File: config.mk
export PLATFORM = sky130hd
export DESIGN_NAME = delimiter_string_splitter
export DESIGN_NICKNAME = d
export VERILOG_FILES = /design/src/dss_pkg.sv /design/src/dss_front.sv /design/src/dss_engine.sv /design/src/dss_emit.sv /design/src/delimiter_string_splitter.sv
export VERILOG_INCLUDE_DIRS = /design/src /design/src/src
export SDC_FILE = /design/constraint.sdc
export NUM_CORES = 1
export LEC_CHECK = 0
export BUFFER_PORTS_ARGS = -buffer_cell sky130_fd_sc_hd__buf_2
export CORE_UTILIZATION = 55
export DETAILED_ROUTE_END_ITERATION = 10
export HOLD_SLACK_MARGIN = 0.02
export PLACE_DENSITY = 0.74
export RECOVER_POWER = 25
export SLEW_MARGIN = 20
export SYNTH_ARGS = -nofsm -noshare
export SYNTH_HDL_FRONTEND = slang
export SYNTH_SLANG_ARGS = --single-unit
File: constraint.sdc
create_clock -name clk_i -period 7 [get_ports clk_i]
set_input_delay 1.05 -clock clk_i [delete_from_list [all_inputs] [get_ports clk_i]]
set_output_delay 1.05 -clock clk_i [all_outputs]
set_load 0.01 [all_outputs]
File: src/delimiter_string_splitter_macros.svh
// ----------------------------------------------------------------------------
// Delimiter string splitter assertion macros
// Concurrent assertion wrappers shared by the splitter RTL; empty in synthesis.
// ----------------------------------------------------------------------------
`ifndef DELIMITER_STRING_SPLITTER_MACROS_SVH
`define DELIMITER_STRING_SPLITTER_MACROS_SVH

`ifndef SYNTHESIS

// Expression holds at every clock edge outside reset
`define DSS_ASSERT(lbl, clk, rstn, expr, msg) \
  lbl: assert property (@(posedge clk) disable iff (!rstn) (expr)) else $error(msg);

// Antecedent implies consequent in the same cycle
`define DSS_ASSERT_IMPL(lbl, clk, rstn, ante, cons, msg) \
  lbl: assert property (@(posedge clk) disable iff (!rstn) (ante) |-> (cons)) else $error(msg);

// Antecedent implies consequent in the next cycle
`define DSS_ASSERT_NEXT(lbl, clk, rstn, ante, cons, msg) \
  lbl: assert property (@(posedge clk) disable iff (!rstn) (ante) |=> (cons)) else $error(msg);

`else

`define DSS_ASSERT(lbl, clk, rstn, expr, msg)
`define DSS_ASSERT_IMPL(lbl, clk, rstn, ante, cons, msg)
`define DSS_ASSERT_NEXT(lbl, clk, rstn, ante, cons, msg)

`endif

`endif

File: src/dss_pkg.sv
// ----------------------------------------------------------------------------
// Delimiter string splitter package
// Shared constants, item and result types and configuration helpers.
// ----------------------------------------------------------------------------
`timescale 1ns / 1ps
`default_nettype none

package dss_pkg;

  // Sizes
  localparam int unsigned DelimMax   = 8;
  localparam int unsigned SlotMax    = 63;
  localparam int unsigned CharW      = 8;
  localparam int unsigned LenW       = 4;
  localparam int unsigned DelimBytesW = 64;
  localparam int unsigned SlotW      = 6;
  localparam int unsigned HoldCntW   = $clog2(DelimMax + 1);
  localparam int unsigned HoldIdxW   = (DelimMax > 1) ? $clog2(DelimMax) : 1;
  localparam int unsigned CfgIdxW    = 2;
  localparam int unsigned QDepth     = 2;
  localparam int unsigned QPtrW      = (QDepth > 1) ? $clog2(QDepth) : 1;
  localparam int unsigned QCntW      = $clog2(QDepth + 1);
  localparam int unsigned OutDataW   = 24;
  localparam int unsigned KindW      = 2;

  // Register reset values: a single space delimiter, eight slots
  localparam logic [LenW-1:0]        DelimLenRst   = LenW'(1);
  localparam logic [DelimBytesW-1:0] DelimBytesRst = DelimBytesW'(8'h20);
  localparam logic [SlotW-1:0]       SlotsRst      = SlotW'(8);

  // Register indexes
  typedef enum logic [CfgIdxW-1:0] {
    CFG_DELIM_LEN   = 2'd0,
    CFG_DELIM_BYTES = 2'd1,
    CFG_OUT_SLOTS   = 2'd2
  } cfg_idx_e;

  // Result kinds
  typedef enum logic [KindW-1:0] {
    KIND_CHAR   = 2'd0,
    KIND_END    = 2'd1,
    KIND_REPORT = 2'd2
  } kind_e;

  // Input item classes
  typedef enum logic {
    ITEM_CHAR = 1'b0,
    ITEM_TERM = 1'b1
  } item_e;

  typedef logic [DelimMax-1:0][CharW-1:0] hold_t;

  typedef struct packed {
    item_e             cls;
    logic [CharW-1:0]  ch;
  } item_t;

  typedef struct packed {
    logic [HoldCntW-1:0]    delim_len;
    logic [DelimBytesW-1:0] delim_bytes;
    logic [SlotW-1:0]       slots;
  } cfg_t;

  typedef struct packed {
    kind_e             kind;
    logic [CharW-1:0]  ch;
    logic [SlotW-1:0]  idx;
    logic [SlotW-1:0]  found;
    logic              valid;
  } result_t;

  // One sequencer step as seen by the output side
  typedef struct packed {
    logic    step;
    logic    res_v;
    logic    done;
    result_t res;
  } step_t;

  // Clamp the delimiter length into 1..DelimMax
  function automatic logic [HoldCntW-1:0] eff_len(input logic [LenW-1:0] raw);
    logic [HoldCntW-1:0] len;
    if (raw == '0) begin
      len = HoldCntW'(1);
    end else if (int'(raw) > DelimMax) begin
      len = HoldCntW'(DelimMax);
    end else begin
      len = HoldCntW'(raw);
    end
    return len;
  endfunction

  // Clamp the slot count to SlotMax
  function automatic logic [SlotW-1:0] eff_slots(input logic [SlotW-1:0] raw);
    logic [SlotW-1:0] s;
    if (int'(raw) > SlotMax) begin
      s = SlotW'(SlotMax);
    end else begin
      s = raw;
    end
    return s;
  endfunction

endpackage

`default_nettype wire

File: src/dss_front.sv
// ----------------------------------------------------------------------------
// Splitter front end
// Accepts input items, classifies them and queues them for the engine.
// ----------------------------------------------------------------------------
`timescale 1ns / 1ps
`default_nettype none

module dss_front (
  input  wire logic                         clk_i,
  input  wire logic                         rst_ni,
  input  wire logic                         s_axis_tvalid_i,
  output      logic                         s_axis_tready_o,
  input  wire logic [dss_pkg::CharW-1:0]    s_axis_tdata_i,  // [7:0] text_char
  input  wire logic                         s_axis_tlast_i,  // end_of_text
  output      logic                         q_valid_o,
  output      dss_pkg::item_t               q_item_o,
  input  wire logic                         q_pop_i
);

  dss_pkg::item_t                  ent_q [dss_pkg::QDepth];
  logic [dss_pkg::QPtrW-1:0]       wr_ptr_q, wr_ptr_d;
  logic [dss_pkg::QPtrW-1:0]       rd_ptr_q, rd_ptr_d;
  logic [dss_pkg::QCntW-1:0]       cnt_q, cnt_d;
  logic                            push;
  dss_pkg::item_t                  in_item;

  // Classify the incoming item
  always_comb begin
    in_item.cls = s_axis_tlast_i ? dss_pkg::ITEM_TERM : dss_pkg::ITEM_CHAR;
    in_item.ch  = s_axis_tlast_i ? '0 : s_axis_tdata_i;
  end

  assign s_axis_tready_o = (cnt_q != dss_pkg::QCntW'(dss_pkg::QDepth));
  assign push            = s_axis_tvalid_i && s_axis_tready_o;
  assign q_valid_o       = (cnt_q != '0);
  assign q_item_o        = ent_q[rd_ptr_q];

  // Advance pointers and fill level
  always_comb begin
    wr_ptr_d = wr_ptr_q;
    rd_ptr_d = rd_ptr_q;
    cnt_d    = cnt_q;
    if (push) begin
      wr_ptr_d = (wr_ptr_q == dss_pkg::QPtrW'(dss_pkg::QDepth - 1)) ? '0 : wr_ptr_q + 1'b1;
    end
    if (q_pop_i && q_valid_o) begin
      rd_ptr_d = (rd_ptr_q == dss_pkg::QPtrW'(dss_pkg::QDepth - 1)) ? '0 : rd_ptr_q + 1'b1;
    end
    priority if (push && !(q_pop_i && q_valid_o)) begin
      cnt_d = cnt_q + 1'b1;
    end else if (!push && q_pop_i && q_valid_o) begin
      cnt_d = cnt_q - 1'b1;
    end else begin
      cnt_d = cnt_q;
    end
  end

  always_ff @(posedge clk_i or negedge rst_ni) begin
    if (!rst_ni) begin
      wr_ptr_q <= '0;
      rd_ptr_q <= '0;
      cnt_q    <= '0;
    end else begin
      wr_ptr_q <= wr_ptr_d;
      rd_ptr_q <= rd_ptr_d;
      cnt_q    <= cnt_d;
    end
  end

  // Store the item payload
  always_ff @(posedge clk_i) begin
    if (push) begin
      ent_q[wr_ptr_q] <= in_item;
    end
  end

endmodule

`default_nettype wire

File: src/dss_engine.sv
// ----------------------------------------------------------------------------
// Splitter engine
// Holds back characters, matches the delimiter and steps through tokens.
// ----------------------------------------------------------------------------
`timescale 1ns / 1ps
`default_nettype none

`include "delimiter_string_splitter_macros.svh"

module dss_engine (
  input  wire logic            clk_i,
  input  wire logic            rst_ni,
  input  wire dss_pkg::cfg_t   cfg_i,
  input  wire logic            q_valid_i,
  input  wire dss_pkg::item_t  q_item_i,
  output      logic            q_pop_o,
  input  wire logic            go_i,
  output      dss_pkg::step_t  step_o
);

  typedef enum logic [2:0] {
    MODE_IDLE  = 3'b001,
    MODE_DRAIN = 3'b010,
    MODE_FLUSH = 3'b100
  } mode_e;

  mode_e                            mode_q, mode_d;
  dss_pkg::hold_t                   hold_q, hold_d;
  logic [dss_pkg::HoldCntW-1:0]     hold_cnt_q, hold_cnt_d;
  logic                             open_q, open_d;
  logic [dss_pkg::SlotW-1:0]        tok_cnt_q, tok_cnt_d;
  logic                             exceeded_q, exceeded_d;

  logic                             pop;
  logic                             active;
  logic                             term;
  dss_pkg::hold_t                   cur_buf;
  logic [dss_pkg::HoldCntW-1:0]     cur_cnt;
  logic [dss_pkg::DelimMax-1:0]     byte_ok;
  logic                             match_en;
  logic                             match;
  logic                             do_release;
  logic                             do_close;
  logic                             do_report;
  logic [dss_pkg::HoldCntW-1:0]     drop_n;
  logic                             res_v;
  dss_pkg::result_t                 res;
  logic                             done;

  assign pop     = go_i && (mode_q == MODE_IDLE) && q_valid_i;
  assign active  = pop || (go_i && (mode_q != MODE_IDLE));
  assign term    = pop ? (q_item_i.cls == dss_pkg::ITEM_TERM) : (mode_q == MODE_FLUSH);
  assign q_pop_o = pop;

  // Append a popped character to the held window
  always_comb begin
    cur_buf = hold_q;
    cur_cnt = hold_cnt_q;
    if (pop && (q_item_i.cls == dss_pkg::ITEM_CHAR) &&
        (hold_cnt_q < dss_pkg::HoldCntW'(dss_pkg::DelimMax))) begin
      cur_buf[hold_cnt_q[dss_pkg::HoldIdxW-1:0]] = q_item_i.ch;
      cur_cnt = hold_cnt_q + 1'b1;
    end
  end

  // Compare the window front against the delimiter
  always_comb begin
    for (int i = 0; i < dss_pkg::DelimMax; i++) begin
      byte_ok[i] = (dss_pkg::HoldCntW'(i) >= cfg_i.delim_len) ||
                   (cur_buf[i] == cfg_i.delim_bytes[i*dss_pkg::CharW +: dss_pkg::CharW]);
    end
  end

  assign match_en = (cur_cnt >= cfg_i.delim_len);
  assign match    = &byte_ok;

  // Pick the action of this step
  always_comb begin
    do_release = 1'b0;
    do_close   = 1'b0;
    do_report  = 1'b0;
    drop_n     = '0;
    if (active) begin
      priority if (match_en && match) begin
        do_close = 1'b1;
        drop_n   = cfg_i.delim_len;
      end else if (match_en) begin
        do_release = 1'b1;
        drop_n     = dss_pkg::HoldCntW'(1);
      end else if (term && (cur_cnt != '0)) begin
        do_release = 1'b1;
        drop_n     = dss_pkg::HoldCntW'(1);
      end else if (term && open_q) begin
        do_close = 1'b1;
      end else if (term) begin
        do_report = 1'b1;
      end else begin
        drop_n = '0;
      end
    end
  end

  // Carry out the step on token state
  always_comb begin
    open_d     = open_q;
    tok_cnt_d  = tok_cnt_q;
    exceeded_d = exceeded_q;
    res_v      = 1'b0;
    res        = '0;
    res.kind   = dss_pkg::KIND_CHAR;

    hold_d     = cur_buf >> (dss_pkg::CharW * drop_n);
    hold_cnt_d = cur_cnt - drop_n;

    if (do_release) begin
      if (open_q) begin
        res_v    = 1'b1;
        res.ch   = cur_buf[0];
        res.idx  = tok_cnt_q;
      end else if (!exceeded_q) begin
        if (tok_cnt_q >= cfg_i.slots) begin
          exceeded_d = 1'b1;
        end else begin
          tok_cnt_d = tok_cnt_q + 1'b1;
          open_d    = 1'b1;
          res_v     = 1'b1;
          res.ch    = cur_buf[0];
          res.idx   = tok_cnt_q + 1'b1;
        end
      end
    end

    if (do_close && open_q) begin
      res_v    = 1'b1;
      res.kind = dss_pkg::KIND_END;
      res.idx  = tok_cnt_q;
      open_d   = 1'b0;
    end

    if (do_report) begin
      res_v      = 1'b1;
      res.kind   = dss_pkg::KIND_REPORT;
      res.found  = tok_cnt_q;
      res.valid  = !exceeded_q;
      tok_cnt_d  = '0;
      exceeded_d = 1'b0;
      open_d     = 1'b0;
    end
  end

  // Decide whether the current item is finished
  always_comb begin
    done   = 1'b0;
    mode_d = mode_q;
    if (active) begin
      done = term ? do_report : (hold_cnt_d < cfg_i.delim_len);
      priority if (done) begin
        mode_d = MODE_IDLE;
      end else if (term) begin
        mode_d = MODE_FLUSH;
      end else begin
        mode_d = MODE_DRAIN;
      end
    end
  end

  always_comb begin
    step_o.step  = active;
    step_o.res_v = res_v;
    step_o.done  = done;
    step_o.res   = res;
  end

  always_ff @(posedge clk_i or negedge rst_ni) begin
    if (!rst_ni) begin
      mode_q     <= MODE_IDLE;
      hold_cnt_q <= '0;
      open_q     <= 1'b0;
      tok_cnt_q  <= '0;
      exceeded_q <= 1'b0;
    end else begin
      mode_q     <= mode_d;
      hold_cnt_q <= hold_cnt_d;
      open_q     <= open_d;
      tok_cnt_q  <= tok_cnt_d;
      exceeded_q <= exceeded_d;
    end
  end

  // Window contents; only the first hold_cnt_q bytes are meaningful
  always_ff @(posedge clk_i) begin
    hold_q <= hold_d;
  end

  `DSS_ASSERT_IMPL(a_exceeded_closed, clk_i, rst_ni, exceeded_q, !open_q, "token open after slots ran out")
  `DSS_ASSERT_IMPL(a_idle_room, clk_i, rst_ni, mode_q == MODE_IDLE, hold_cnt_q < dss_pkg::HoldCntW'(dss_pkg::DelimMax), "held window full while idle")
  `DSS_ASSERT_IMPL(a_report_flushed, clk_i, rst_ni, do_report, (cur_cnt == '0) && !open_q, "report before window flushed")
  `DSS_ASSERT_NEXT(a_report_clears, clk_i, rst_ni, do_report, (tok_cnt_q == '0) && !exceeded_q && !open_q, "token state not cleared after report")

endmodule

`default_nettype wire

File: src/dss_emit.sv
// ----------------------------------------------------------------------------
// Splitter result emitter
// Holds one result back to mark the last one of an item, then registers it.
// ----------------------------------------------------------------------------
`timescale 1ns / 1ps
`default_nettype none

`include "delimiter_string_splitter_macros.svh"

module dss_emit (
  input  wire logic                            clk_i,
  input  wire logic                            rst_ni,
  input  wire dss_pkg::step_t                  step_i,
  output      logic                            ready_o,
  output      logic                            m_axis_tvalid_o,
  input  wire logic                            m_axis_tready_i,
  output      logic [dss_pkg::OutDataW-1:0]    m_axis_tdata_o,  // [7:0] out_char,
                                                                // [13:8] element_index,
                                                                // [19:14] elements_found,
                                                                // [20] count_valid
  output      logic [dss_pkg::KindW-1:0]       m_axis_tuser_o,  // [1:0] kind
  output      logic                            m_axis_tlast_o   // last
);

  logic              pend_v_q, pend_v_d;
  logic              pend_last_q, pend_last_d;
  dss_pkg::result_t  pend_q, pend_d;
  logic              out_v_q, out_v_d;
  dss_pkg::result_t  out_q, out_d;
  logic              out_last_q, out_last_d;
  logic              out_free;
  logic              push;
  dss_pkg::result_t  push_res;
  logic              push_last;

  assign out_free = !out_v_q || m_axis_tready_i;
  assign ready_o  = out_free && !pend_last_q;

  // Route step results through the pending slot
  always_comb begin
    pend_v_d    = pend_v_q;
    pend_last_d = pend_last_q;
    pend_d      = pend_q;
    push        = 1'b0;
    push_res    = pend_q;
    push_last   = 1'b0;
    if (out_free && pend_last_q) begin
      push        = 1'b1;
      push_last   = 1'b1;
      pend_v_d    = 1'b0;
      pend_last_d = 1'b0;
    end else if (step_i.step) begin
      priority if (step_i.res_v && pend_v_q) begin
        push        = 1'b1;
        pend_d      = step_i.res;
        pend_last_d = step_i.done;
      end else if (step_i.res_v && step_i.done) begin
        push      = 1'b1;
        push_res  = step_i.res;
        push_last = 1'b1;
      end else if (step_i.res_v) begin
        pend_v_d = 1'b1;
        pend_d   = step_i.res;
      end else if (step_i.done && pend_v_q) begin
        push      = 1'b1;
        push_last = 1'b1;
        pend_v_d  = 1'b0;
      end else begin
        pend_v_d = pend_v_q;
      end
    end
  end

  // Output register
  always_comb begin
    out_v_d    = out_v_q;
    out_d      = out_q;
    out_last_d = out_last_q;
    if (push) begin
      out_v_d    = 1'b1;
      out_d      = push_res;
      out_last_d = push_last;
    end else if (m_axis_tready_i) begin
      out_v_d = 1'b0;
    end
  end

  always_ff @(posedge clk_i or negedge rst_ni) begin
    if (!rst_ni) begin
      pend_v_q    <= 1'b0;
      pend_last_q <= 1'b0;
      out_v_q     <= 1'b0;
    end else begin
      pend_v_q    <= pend_v_d;
      pend_last_q <= pend_last_d;
      out_v_q     <= out_v_d;
    end
  end

  always_ff @(posedge clk_i) begin
    pend_q     <= pend_d;
    out_q      <= out_d;
    out_last_q <= out_last_d;
  end

  assign m_axis_tvalid_o = out_v_q;
  assign m_axis_tuser_o  = out_q.kind;
  assign m_axis_tlast_o  = out_last_q;
  assign m_axis_tdata_o  = {3'b000, out_q.valid, out_q.found, out_q.idx, out_q.ch};

  `DSS_ASSERT_IMPL(a_pend_last_held, clk_i, rst_ni, pend_last_q, pend_v_q, "final flag without pending result")
  `DSS_ASSERT_IMPL(a_step_when_ready, clk_i, rst_ni, step_i.step, out_free && !pend_last_q, "engine stepped while output blocked")

endmodule

`default_nettype wire

File: src/delimiter_string_splitter.sv
// Path: input queue, engine, output register; a multi-result item also uses the pending slot.
// Throughput: one character per cycle while the output accepts and no final result is pending;
//   extra engine steps go to delimiter checks or held characters after a delimiter change.
// A terminator releases each held character, then closes an open token, then reports.
// For an item with more than one result, the engine waits while its final one is released.
// Reset: asynchronous, clears queue, token state and output; registers go to 1, 0x20, 8.
// ----------------------------------------------------------------------------
// Delimiter string splitter
// Splits a character stream into tokens on a multi-byte delimiter.
// ----------------------------------------------------------------------------
`timescale 1ns / 1ps
`default_nettype none

module delimiter_string_splitter (
  input  wire logic                               clk_i,
  input  wire logic                               rst_ni,
  // Configuration write port
  input  wire logic                               cfg_we_i,
  input  wire logic [dss_pkg::CfgIdxW-1:0]        cfg_idx_i,
  input  wire logic [dss_pkg::DelimBytesW-1:0]    cfg_data_i,
  // Input stream
  input  wire logic                               s_axis_tvalid_i,
  output      logic                               s_axis_tready_o,
  input  wire logic [dss_pkg::CharW-1:0]          s_axis_tdata_i,  // [7:0] text_char
  input  wire logic                               s_axis_tlast_i,  // end_of_text
  // Output stream
  output      logic                               m_axis_tvalid_o,
  input  wire logic                               m_axis_tready_i,
  output      logic [dss_pkg::OutDataW-1:0]       m_axis_tdata_o,  // [7:0] out_char,
                                                                   // [13:8] element_index,
                                                                   // [19:14] elements_found,
                                                                   // [20] count_valid
  output      logic [dss_pkg::KindW-1:0]          m_axis_tuser_o,  // [1:0] kind
  output      logic                               m_axis_tlast_o   // last
);

  logic [dss_pkg::LenW-1:0]        delim_len_q;
  logic [dss_pkg::DelimBytesW-1:0] delim_bytes_q;
  logic [dss_pkg::SlotW-1:0]       slots_q;
  dss_pkg::cfg_t                   cfg;
  logic                            q_valid;
  dss_pkg::item_t                  q_item;
  logic                            q_pop;
  logic                            go;
  dss_pkg::step_t                  step;

  // Configuration registers
  always_ff @(posedge clk_i or negedge rst_ni) begin
    if (!rst_ni) begin
      delim_len_q   <= dss_pkg::DelimLenRst;
      delim_bytes_q <= dss_pkg::DelimBytesRst;
      slots_q       <= dss_pkg::SlotsRst;
    end else if (cfg_we_i) begin
      unique case (dss_pkg::cfg_idx_e'(cfg_idx_i))
        dss_pkg::CFG_DELIM_LEN: begin
          delim_len_q <= cfg_data_i[dss_pkg::LenW-1:0];
        end
        dss_pkg::CFG_DELIM_BYTES: begin
          delim_bytes_q <= cfg_data_i;
        end
        dss_pkg::CFG_OUT_SLOTS: begin
          slots_q <= cfg_data_i[dss_pkg::SlotW-1:0];
        end
        default: begin
          delim_len_q <= delim_len_q;
        end
      endcase
    end
  end

  // Clamp the register values into their working ranges
  always_comb begin
    cfg.delim_len   = dss_pkg::eff_len(delim_len_q);
    cfg.delim_bytes = delim_bytes_q;
    cfg.slots       = dss_pkg::eff_slots(slots_q);
  end

  dss_front u_front (
    .clk_i           (clk_i),
    .rst_ni          (rst_ni),
    .s_axis_tvalid_i (s_axis_tvalid_i),
    .s_axis_tready_o (s_axis_tready_o),
    .s_axis_tdata_i  (s_axis_tdata_i),
    .s_axis_tlast_i  (s_axis_tlast_i),
    .q_valid_o       (q_valid),
    .q_item_o        (q_item),
    .q_pop_i         (q_pop)
  );

  dss_engine u_engine (
    .clk_i     (clk_i),
    .rst_ni    (rst_ni),
    .cfg_i     (cfg),
    .q_valid_i (q_valid),
    .q_item_i  (q_item),
    .q_pop_o   (q_pop),
    .go_i      (go),
    .step_o    (step)
  );

  dss_emit u_emit (
    .clk_i           (clk_i),
    .rst_ni          (rst_ni),
    .step_i          (step),
    .ready_o         (go),
    .m_axis_tvalid_o (m_axis_tvalid_o),
    .m_axis_tready_i (m_axis_tready_i),
    .m_axis_tdata_o  (m_axis_tdata_o),
    .m_axis_tuser_o  (m_axis_tuser_o),
    .m_axis_tlast_o  (m_axis_tlast_o)
  );

endmodule

`default_nettype wire
==> qor.txt, run 1 <==
Nets@finish = 1535
Final setup vio count = 0
CP max-delay cell = dfstp_2
Routability congestion estimate = 1.03
Hold Crit Class = reg2reg
CP endpoint = u_emit.m_axis_tdata_o[18]
Layout area overhead = 15.0%
Vias in the first global route = 10782
TritonCTS clock tree = yes
Slew Limit Fails = 99
Reg-to-reg critical path endpoint = u_emit.m_axis_tdata_o[18]
Syn Inst Count = 1320
CP Max Fanout = 23
Hold Vio Cnt, Final = 0
Tot Pwr = 7.50 mW
Final hold slack = 474 ps
Starting Density = 0.566
Die Y = 155 um
Worst slew pin tran = 3220 ps
Failing checks = max-capacitance violations, max-slew violations
Final instance area = 14900 sq um
Area leader, netlist = dfrtp_1
Vias = 11260
Max cap viols = 2
H-tree Lvls = 1
Seq cells post-synth = 225
Data required, critical path = 7280 ps
Synth warn = 0
Crit path arrival time = 6830 ps
GRT overflow = 0
Synth top cells by count = mux2_2, nor2_1, dfrtp_1, nand2_1, edfxtp_1
Total GRT Usage = 0.354
Clock skew = 22.1 ps
WL/cell = 23.9 um
Critical Path Most Common Cell = ha_1
Die W = 155 um
Setup_tns = 0 ps
Setup crit start = u_engine.mode_q[0]
Routed Wire Length = 42300 um
Clk_lat worst skew = 550 ps
Pleak = 5.95 nW
Site row count = 55
FF-to-FF setup slack = 460 ps
Outcome = complete, but fails checks
Place WS = 117 ps
Via/cell ratio = 6.37
Clock Sinks = 225
Synth area leaders = dfrtp_1, edfxtp_1, mux2_2, dfxtp_1, nor2_1
Number of fill cells = 1906
Maximum vdd drop = 0.000339 V
Tcrit/Tclk final = 0.935
Startpoint types = register
Antenna violations before repair = 1
Fmax = 153 MHz
Slew Limit Headroom = -1.15
RR Startpoint = u_engine.mode_q[0]
DRT iter0 DRCs = 1236
Post-route DRC = 0
Async S/R FF share, synth = 0.427
Final HPWL DP = 31200 um
Routed Antenna Nets = 0
Io pins = 109
Top-count cell post-synth = mux2_2
Crit path capture type = register
Die ar. = 24100 sq um
Detailed-router iteration count before antenna repair = 8
Mean Syn Cell Area = 9.80 sq um
Total CTS buffers = 24
Number of synthesized flops with an enable pin = 65
CP max stage delay = 550 ps
Global-route wire length before repair = 63900 um
# hold bufs at CTS = 0
CP Class = reg2reg
Clk slew on worst S/H paths = 70 ps
Power Density = 504 nW/um^2
Yosys top cell area share = 0.178
FF-to-FF path depth = 25
Tmin final = 6540 ps
Placed cell area = 14000 sq um
Core footprint = 22800 sq um
Synth Flop Type = dfrtp_1
Distinct cells, synth = 78
Final setup margin = 457 ps
Fraction of layout cells with a size suffix above 1 = 0.240
Synthesized cell area = 12900 sq um
CTS max path bufs = 3
Largest net degree at the start of global routing = 67
Clock Tree Root = clkbuf_16
PortBufs = 105
Seq/Total Area, Yosys = 0.436
==> layout make-up <==
cell class,count,area [sq um],share of cell area
timing repair buffer,166,971,0.0652
clock inverter,12,208,0.0140
tap,313,392,0.0263
antenna,1,2.50,0.000168
multi-input combinational,969,6840,0.460
clock buffer,32,641,0.0430
inverter,50,188,0.0126
sequential,225,5640,0.379
==> registers in the layout (all words and copies together) (netlist names), 2 cells and up <==
signal,flops
u_emit.pend_q,23
delim_bytes_q,64
delim_len_q,4
u_emit.m_axis_tuser_o,2
u_front.cnt_q,2
u_engine.tok_cnt_q,6
u_engine.hold_q,64
u_front.ent_q,18
u_emit.m_axis_tdata_o,21
slots_q,6
u_engine.mode_q,3
u_engine.hold_cnt_q,4
==> how the worst min path moves through the flow <==
stage,slack [ps],cells past startpoint,endpoint,startpoint
5_1_grt,510,2,u_engine.mode_q[0],u_engine.mode_q[0]
4_1_cts,470,2,u_engine.mode_q[0],u_engine.mode_q[0]
2_1_floorplan,450,2,u_engine.mode_q[0],u_engine.mode_q[0]
3_5_place_dp,460,2,u_engine.mode_q[0],u_engine.mode_q[0]
3_3_place_gp,460,2,u_engine.mode_q[0],u_engine.mode_q[0]
6_report,470,2,u_engine.mode_q[0],u_engine.mode_q[0]
==> report_power, final <==
| part | internal, mW | leakage, nW | switching (mW) | total [mW] |
|---|---|---|---|---|
| Combinational | 1.43 | 3.24 | 2.34 | 3.77 |
| Sequential | 1.97 | 2.30 | 0.384 | 2.35 |
| Clock | 0.833 | 0.413 | 0.549 | 1.38 |
==> metrics by stage <==
step,instances,util
detailed placement,1722,0.614
CTS,1766,0.651
finish,1768,0.651
global route,1767,0.651
floorplan,1322,-
global placement,1722,0.614
==> logic make-up after synthesis <==
group / Yosys count / synth area share
AO/OA/AOI/OAI: 321 / 0.164
XOR/XNOR: 61 / 0.0413
adder cells (fa/ha/maj): 20 / 0.0197
buffers and inverters: 128 / 0.0410
flip-flops: 225 / 0.436
multiplexers: 174 / 0.148
other: 1 / 0.000290
AND/OR/NAND/NOR: 390 / 0.150
==> timing repair <==
item                                   4_1_cts  5_1_grt
setup endpoints to repair                    0       70
endpoints found under the hold margin        0        0
buffers inserted                             0        1
gates resized for setup                      0        4
==> critical path: cells and delay by family (launching register included) <==
family,cells,cell delay [ps]
and+or+nand+nor,10,2190
DFF,1,550
buffers and inverters,1,240
xor gates and xnor gates,2,310
adders and majority gates,3,870
AOI/OAI and AO/OA,7,1370
muxes,2,740
==> cell usage in the layout, fill, tap and decap left out, types with 15 or more instances in the layout <==
cell type    n
nor2_1     111
a21oi_1     53
mux2_2     120
a31oi_1     15
edfxtp_1    65
dfrtp_1     92
dfxtp_1     64
nor2b_1     18
nand3_1     36
mux2i_1     39
a211oi_1    20
o21ai_1     26
ha_1        18
nand2_1     77
xnor2_1     35
o221ai_1    15
inv_1       49
nor3_1      36
and2_1      16
o21ai_0     61
nor4_1      17
o22ai_1     22
buf_2      101
xor2_1      26
clkbuf_16   24
buf_4       59
==> metal layers <==
layer / part of all wire / up-vias / GRT usage
li1: - / 5113 / -
met1: 0.41 / 5369 / 0.485
met3: 0.10 / 137 / 0.0652
met4: 0.055 / 0 / 0.170
met2: 0.44 / 641 / 0.544
met5: 0 / - / 0
No activity file was read; power rests on OpenSTA's default activity.
==> inputs of run 2 (changes only) <==
--- a/config.mk
+++ b/config.mk
@@ -7,10 +7,11 @@
 export NUM_CORES = 1
 export LEC_CHECK = 0
 export BUFFER_PORTS_ARGS = -buffer_cell sky130_fd_sc_hd__buf_2
-export CORE_UTILIZATION = 55
+export CORE_UTILIZATION = 56
+export CTS_BUF_LIST = sky130_fd_sc_hd__clkbuf_8
 export DETAILED_ROUTE_END_ITERATION = 10
 export HOLD_SLACK_MARGIN = 0.02
-export PLACE_DENSITY = 0.74
+export PLACE_DENSITY_LB_ADDON = 0.1
 export RECOVER_POWER = 25
 export SLEW_MARGIN = 20
 export SYNTH_ARGS = -nofsm -noshare
==> run 2 against run 1 <==
  * The flow still finishes with violations (max-capacitance violations, max-slew violations)
  * Largest power group unchanged
  * Critical endpoint is now u_emit.m_axis_tdata_o[17]
  * First-iteration DRC count rose by 8.0%
  * Setup slack got worse by 100 ps
  * Die area fell by 1.8%
  * Fmax fell by 1.6%
==> qor.txt, run 2 (synthesis gave the netlist of run 1 again) <==
Outcome = complete, but fails checks
Failing checks = max-capacitance violations, max-slew violations
Slew Limit Fails = 99 (unchanged)
Hold Vio Cnt, Final = 0 (unchanged)
Die W = 154 um (-0.89%)
Final setup margin = 353 ps (-104 ps)
Routed Antenna Nets = 0 (unchanged)
Power Density = 497 nW/um^2 (-1.3%)
Clock skew = 40.5 ps (+18.4 ps)
Pleak = 6.04 nW (+1.4%)
Hold Crit Class = reg2reg
Tcrit/Tclk final = 0.950 (+0.0149)
Total CTS buffers = 40 (+67%)
Vias in the first global route = 10758 (-0.22%)
DRT iter0 DRCs = 1335 (+8.0%)
Startpoint types = register
Final setup vio count = 0 (unchanged)
Clock Sinks = 225 (unchanged)
Cell total after placement = 1697 (-1.5%)
Clk slew on worst S/H paths = 70 ps (about the same)
Io pins = 109 (unchanged)
Largest net degree at the start of global routing = 66 (-1.5%)
CP Cell Sequence = or3b_1 > or3_1 > or3_1 > or4_1 > a211oi_2 > buf_4 > nand4b_1 > a2111oi_4 > nand3_2 > or2_2 > ha_1 > a21oi_1 > xnor2_1 > xnor2_1 > ha_1 > a21oi_1 > o22ai_2 > nor2_2 > nand2_1 > buf_12 > mux2_1
Tmin final = 6650 ps (+104 ps)
Starting Density = 0.571 (+0.00516)
WL/cell = 23.8 um (-0.57%)
CTS max path bufs = 3 (unchanged)
Finished Layout Cells = 1769 (+0.057%)
Most common cell after layout, fill and taps aside = mux2_2
Via/cell ratio = 6.34 (-0.46%)
Total GRT Usage = 0.358 (+0.00339)
Crit path capture type = register
Routability congestion estimate = 1.00 (-3.1%)
Maximum vdd drop = 0.000253 V (-25%)
Number of fill cells = 1870 (-1.9%)
Site row count = 55 (unchanged)
Fmax = 150 MHz (-1.6%)
Clock Tree Root = clkbuf_8
Slew Limit Headroom = -0.953 (+0.194)
CP max-delay cell = dfstp_2
CP max stage delay = 550 ps (about the same)
Die ar. = 23700 sq um (-1.8%)
Global-route wire length before repair = 63600 um (-0.49%)
Data required, critical path = 7270 ps (about the same)
CP Class = reg2reg
Fraction of layout cells with a size suffix above 1 = 0.253 (+0.0127)
Core footprint = 22600 sq um (-0.90%)
Routed Wire Length = 42100 um (-0.51%)
Setup_tns = 0 ps (unchanged)
Final HPWL DP = 31300 um (+0.37%)
Crit path arrival time = 6910 ps (+80 ps)
Vias = 11214 (-0.41%)
CP Max Fanout = 23 (unchanged)
Clk_lat worst skew = 560 ps (about the same)
Antenna violations before repair = 0 (-1)
Worst slew pin tran = 2930 ps (-290 ps)
Detailed-router iteration count before antenna repair = 6 (-2)
PortBufs = 105 (unchanged)
H-tree Lvls = 2 (+1)
Die Y = 154 um (-0.89%)
Top Registers = delim_bytes_q x64, u_engine.hold_q x64, u_emit.pend_q x23
Finished Core Util = 0.656 (+0.00434)
# hold bufs at CTS = 0 (unchanged)
Place WS = 133 ps (+16.0 ps)
TritonCTS clock tree = yes
Layout area overhead = 14.7%
GRT overflow = 0 (unchanged)
Most frequent cells in the layout = mux2_2, nor2_1, buf_2
Diode count = 0 (-1)
Nets@finish = 1553 (+1.2%)
Post-route DRC = 0 (unchanged)
Max cap viols = 2 (unchanged)
[run 2: path summary, 6_finish.rpt]
kind	slack, ps	cells past startpoint	to	startpoint
min	490	2	u_engine.mode_q[0]	u_engine.mode_q[0]
max in group asynchronous	2000	2	delim_bytes_q[51]	rst_ni
min reg2reg	490	2	u_engine.mode_q[0]	u_engine.mode_q[0]
min in group asynchronous	1470	1	u_engine.tok_cnt_q[3]	rst_ni
max	350	21	u_emit.m_axis_tdata_o[17]	u_engine.mode_q[0]
max reg2reg	350	21	u_emit.m_axis_tdata_o[17]	u_engine.mode_q[0]
[run 2: layer usage]
metal  GRT usage  up-vias  routed length, um
li1            -     5152                  -
met1       0.471     5368              17200
met2       0.558      529              19000
met3      0.0575      165               3240
met4       0.212        0               2640
met5           0        -                  0
[run 2: critical path, delay by kind of cell (launching register included)]
family | cells | cell delay, ps
mux | 1 | 330
xor+xnor | 2 | 310
fa+ha+maj | 2 | 580
simple gates | 9 | 2980
buf+inv | 2 | 360
compound gates | 5 | 1250
flops | 1 | 550
[run 2: area by class of cell]
type | instances | area [sq um] | share of cell area
multi-input combinational | 969 | 6850 | 0.461
clock inverter | 21 | 115 | 0.00775
timing repair buffer | 168 | 1000 | 0.0673
inverter | 50 | 188 | 0.0126
tap | 285 | 357 | 0.0240
sequential | 225 | 5640 | 0.380
clock buffer | 51 | 702 | 0.0473
[run 2: report_power, final]
part           switching, mW  internal, mW  total [mW]
Combinational           2.36          1.45        3.81
Sequential             0.368          1.97        2.33
Clock                  0.552         0.692        1.24
[run 2: metrics by stage]
| stage | hold WS [ps] | power (mW) | area, sq um |
|---|---|---|---|
| 6_report | 485 | 7.38 | 14800 |
| 5_1_grt | 515 | 7.78 | 14800 |
| 4_1_cts | 490 | 7.29 | 14800 |
| 3_5_place_dp | 479 | 6.03 | 14000 |
| 3_3_place_gp | 461 | 5.99 | 14000 |
| 2_1_floorplan | 448 | 4.80 | 13000 |
[run 2: repair_timing]
item	4_1_cts	5_1_grt
endpoints found under the hold margin	0	0
setup buffers	0	0
gates resized for setup	0	4
endpoints found under the setup margin	0	70
==> inputs of run 3 (changes only) <==
--- a/config.mk
+++ b/config.mk
@@ -6,8 +6,9 @@
 export SDC_FILE = /design/constraint.sdc
 export NUM_CORES = 1
 export LEC_CHECK = 0
+export ABC_AREA = 1
 export BUFFER_PORTS_ARGS = -buffer_cell sky130_fd_sc_hd__buf_2
-export CORE_UTILIZATION = 56
+export CORE_UTILIZATION = 57
 export CTS_BUF_LIST = sky130_fd_sc_hd__clkbuf_8
 export DETAILED_ROUTE_END_ITERATION = 10
 export HOLD_SLACK_MARGIN = 0.02
==> run 3 against run 2 <==
  * The flow still finishes with violations (max-capacitance violations, max-slew violations)
  * Critical path depth up 15
  * Via count is 18% higher
  * Combinational power is essentially flat
  * Non-clock buffer count is 34 lower
  * Area after synthesis is 6.5% higher
  * Largest cell class unchanged
==> qor.txt, run 3 <==
FF-to-FF setup slack = 1050 ps (+700 ps)
Fraction of layout cells with a size suffix above 1 = 0.124 (-0.129)
Site row count = 56 (+1.8%)
Vias = 13203 (+18%)
# hold bufs at CTS = 0 (unchanged)
Die Y = 157 um (+2.3%)
Startpoint types = input pin
Hold Vio Cnt, Final = 0 (unchanged)
Finished Core Util = 0.651 (-0.00464)
Top Registers = delim_bytes_q x64, u_engine.hold_q x64, u_emit.pend_q x23
Clock power frac = 0.189 (+0.021)
CTS max path bufs = 3 (unchanged)
Place WS = 403 ps (+270 ps)
Pleak = 8.09 nW (+34%)
Post-route DRC = 0 (unchanged)
Layout area overhead = 11.6%
Clk slew on worst S/H paths = 60 ps (about the same)
Tcrit/Tclk final = 0.872 (-0.0775)
Slew Limit Headroom = -1.09 (-0.137)
Routed Antenna Nets = 0 (unchanged)
Data required, critical path = 7210 ps (-60 ps)
Clock Tree Root = clkbuf_8
Vias in the first global route = 12150 (+13%)
CP max-delay cell = buf_4
Routed Wire Length = 40100 um (-4.9%)
Synth top cells by count = nand2_1, inv_1, nand3_1, nor2_1, dfrtp_1
Clk_lat worst skew = 560 ps (about the same)
Synth area leaders = nand2_1, dfrtp_1, edfxtp_1, dfxtp_1, nand3_1
Final setup margin = 895 ps (+542 ps)
Met1 Usage GRT = 0.432 (-0.0396)
Max cap viols = 3 (+1)
Global-route wire length before repair = 63100 um (-0.76%)
Reg-to-reg critical path endpoint = u_emit.m_axis_tdata_o[13]
Post-CTS setup buffer count = 0 (unchanged)
Critical Path Most Common Cell = nand2_1
Total GRT Usage = 0.333 (-0.0245)
Starting Density = 0.584 (+0.0121)
Int Pwr = 3.91 mW (-4.7%)
Syn Inst Count = 1990 (+51%)
Fmax = 164 MHz (+8.9%)
Hold Crit Class = reg2reg
Routability congestion estimate = 0.957 (-4.3%)
Final HPWL DP = 29000 um (-7.5%)
Antenna violations before repair = 0 (unchanged)
GRT overflow = 0 (unchanged)
Maximum vdd drop = 0.000268 V (+5.9%)
Slew Limit Fails = 175 (+77%)
Top-count cell post-synth = nand2_1
Nets@finish = 2178 (+40%)
Final hold slack = 487 ps (+1.88 ps)
TritonCTS clock tree = yes
Async S/R FF share, synth = 0.427 (unchanged)
PortBufs = 105 (unchanged)
Met3 Use GR = 0.0564 (-0.00105)
Most common cell after layout, fill and taps aside = nand2_1
Synth Flop Type = dfrtp_1
Die W = 157 um (+2.3%)
Net Sw Frac = 0.467 (+0.0233)
Detailed-router iteration count before antenna repair = 6 (unchanged)
CP endpoint = u_emit.m_axis_tdata_o[13]
Crit path capture type = register
Final instance area = 15400 sq um (+3.6%)
GRT busiest layer = met2
Tot Pwr = 7.34 mW (-0.59%)
Cell total after placement = 2355 (+39%)
Post-CTS Resized = 0 (unchanged)
Placed cell area = 14500 sq um (+3.3%)
Sequential fraction of design power = 0.294 (-0.022)
Final setup vio count = 0 (unchanged)
P_sw = 3.43 mW (+4.6%)
Seq cells post-synth = 225 (unchanged)
M2 GR Usage = 0.529 (-0.0291)
Largest net degree at the start of global routing = 77 (+17%)
Synthesized cell area = 13800 sq um (+6.5%)
CP max stage delay = 440 ps (-110 ps)
Most frequent cells in the layout = nand2_1, inv_1, nand3_1
Worst slew pin tran = 3130 ps (+205 ps)
DRT iter0 DRCs = 1223 (-8.4%)
RR Startpoint = u_engine.mode_q[0]
RSZ-0062 raised after global routing = false
Comb pwr share = 0.517 (about the same)
Distinct cells, synth = 52 (-33%)
Setup_tns = 0 ps (unchanged)
Clock Sinks = 225 (unchanged)
Finished Layout Cells = 2432 (+37%)
Crit path arrival time = 6320 ps (-590 ps)
Tmin final = 6110 ps (-542 ps)
Synth warn = 0 (unchanged)
Die ar. = 24800 sq um (+4.6%)
Total CTS buffers = 41 (+2.5%)
CP Max Fanout = 60 (+160%)
CP Class = in2reg
H-tree Lvls = 2 (unchanged)
Outcome = complete, but fails checks
WL/cell = 16.5 um (-31%)
Yosys top cell area share = 0.182 (+0.00429)
FF-to-FF path depth = 33 (+57%)
Number of synthesized flops with an enable pin = 65 (unchanged)
Seq/Total Area, Yosys = 0.409 (-0.0266)
Mean Syn Cell Area = 6.92 sq um (-29%)
Core footprint = 23600 sq um (+4.3%)
Via/cell ratio = 5.43 (-14%)
Power Density = 477 nW/um^2 (-4.0%)
Area leader, netlist = nand2_1
Failing checks = max-capacitance violations, max-slew violations
Setup crit start = m_axis_tready_i
Clock skew = 33.6 ps (-6.94 ps)
Io pins = 109 (unchanged)
==> run 3: cell count changes in the layout (fill, tap and decap cells not counted), sizes merged, moves of 23 or more <==
cell	change
mux2i	-40
buf	-34
nor3	-31
xnor2	-31
nor2	+53
inv	+199
o22ai	-23
mux2	-119
o21ai	+42
nand2	+596
nand3	+202
==> run 3: layout make-up <==
class / count / area, sq um
clock inverters: 23 / 191
diodes: 1 / 2.50
inverters: 253 / 950
fillers: 2156 / 8240
well taps: 319 / 399
flip-flops and latches: 225 / 5640
clock buffers: 53 / 729
multi-input cells: 1424 / 6720
repair buffers: 134 / 747
==> run 3: layer usage <==
layer,vias up,share of wire
li1,6545,-
met1,5983,0.42
met2,539,0.45
met5,-,0
met4,0,0.055
met3,136,0.080
==> run 3: cells by family (layout without fill, tap and decap cells) <==
kind of cell / after synthesis / after routing / share of synthesized area
fa+ha+maj: 19 / 19 / 0.0178
other cells: 1 / 4 / 0.000272
xor+xnor: 16 / 16 / 0.0102
simple gates: 1146 / 1146 / 0.357
compound gates: 225 / 225 / 0.0897
buf+inv: 343 / 463 / 0.104
mux: 15 / 15 / 0.0122
flops: 225 / 225 / 0.409
==> run 3: power groups by stage <==
stage,clock [mW],combinational (mW),sequential (mW)
2_1_floorplan,0,2.76,2.16
3_3_place_gp,0,3.65,2.17
3_5_place_dp,0,3.73,2.18
4_1_cts,1.40,3.75,2.16
5_1_grt,1.46,4.25,2.21
6_report,1.39,3.79,2.16
==> run 3: how the worst min path moves through the flow <==
stage	startpoint	endpoint	slack [ps]	depth (start not counted)
2_1_floorplan	delim_len_q[1]	delim_len_q[1]	450	2
3_3_place_gp	slots_q[5]	slots_q[5]	470	2
3_5_place_dp	u_engine.mode_q[0]	u_engine.mode_q[0]	480	2
4_1_cts	u_engine.mode_q[0]	u_engine.mode_q[0]	480	2
5_1_grt	slots_q[4]	slots_q[4]	540	2
6_report	u_engine.mode_q[0]	u_engine.mode_q[0]	490	2
==> run 3: critical path: cells and delay by family <==
| family | cells | cell delay (ps) |
|---|---|---|
| AOI/OAI and AO/OA | 5 | 880 |
| buffers and inverters | 9 | 1540 |
| adders and majority gates | 2 | 620 |
| xor gates and xnor gates | 2 | 340 |
| and+or+nand+nor | 18 | 1840 |
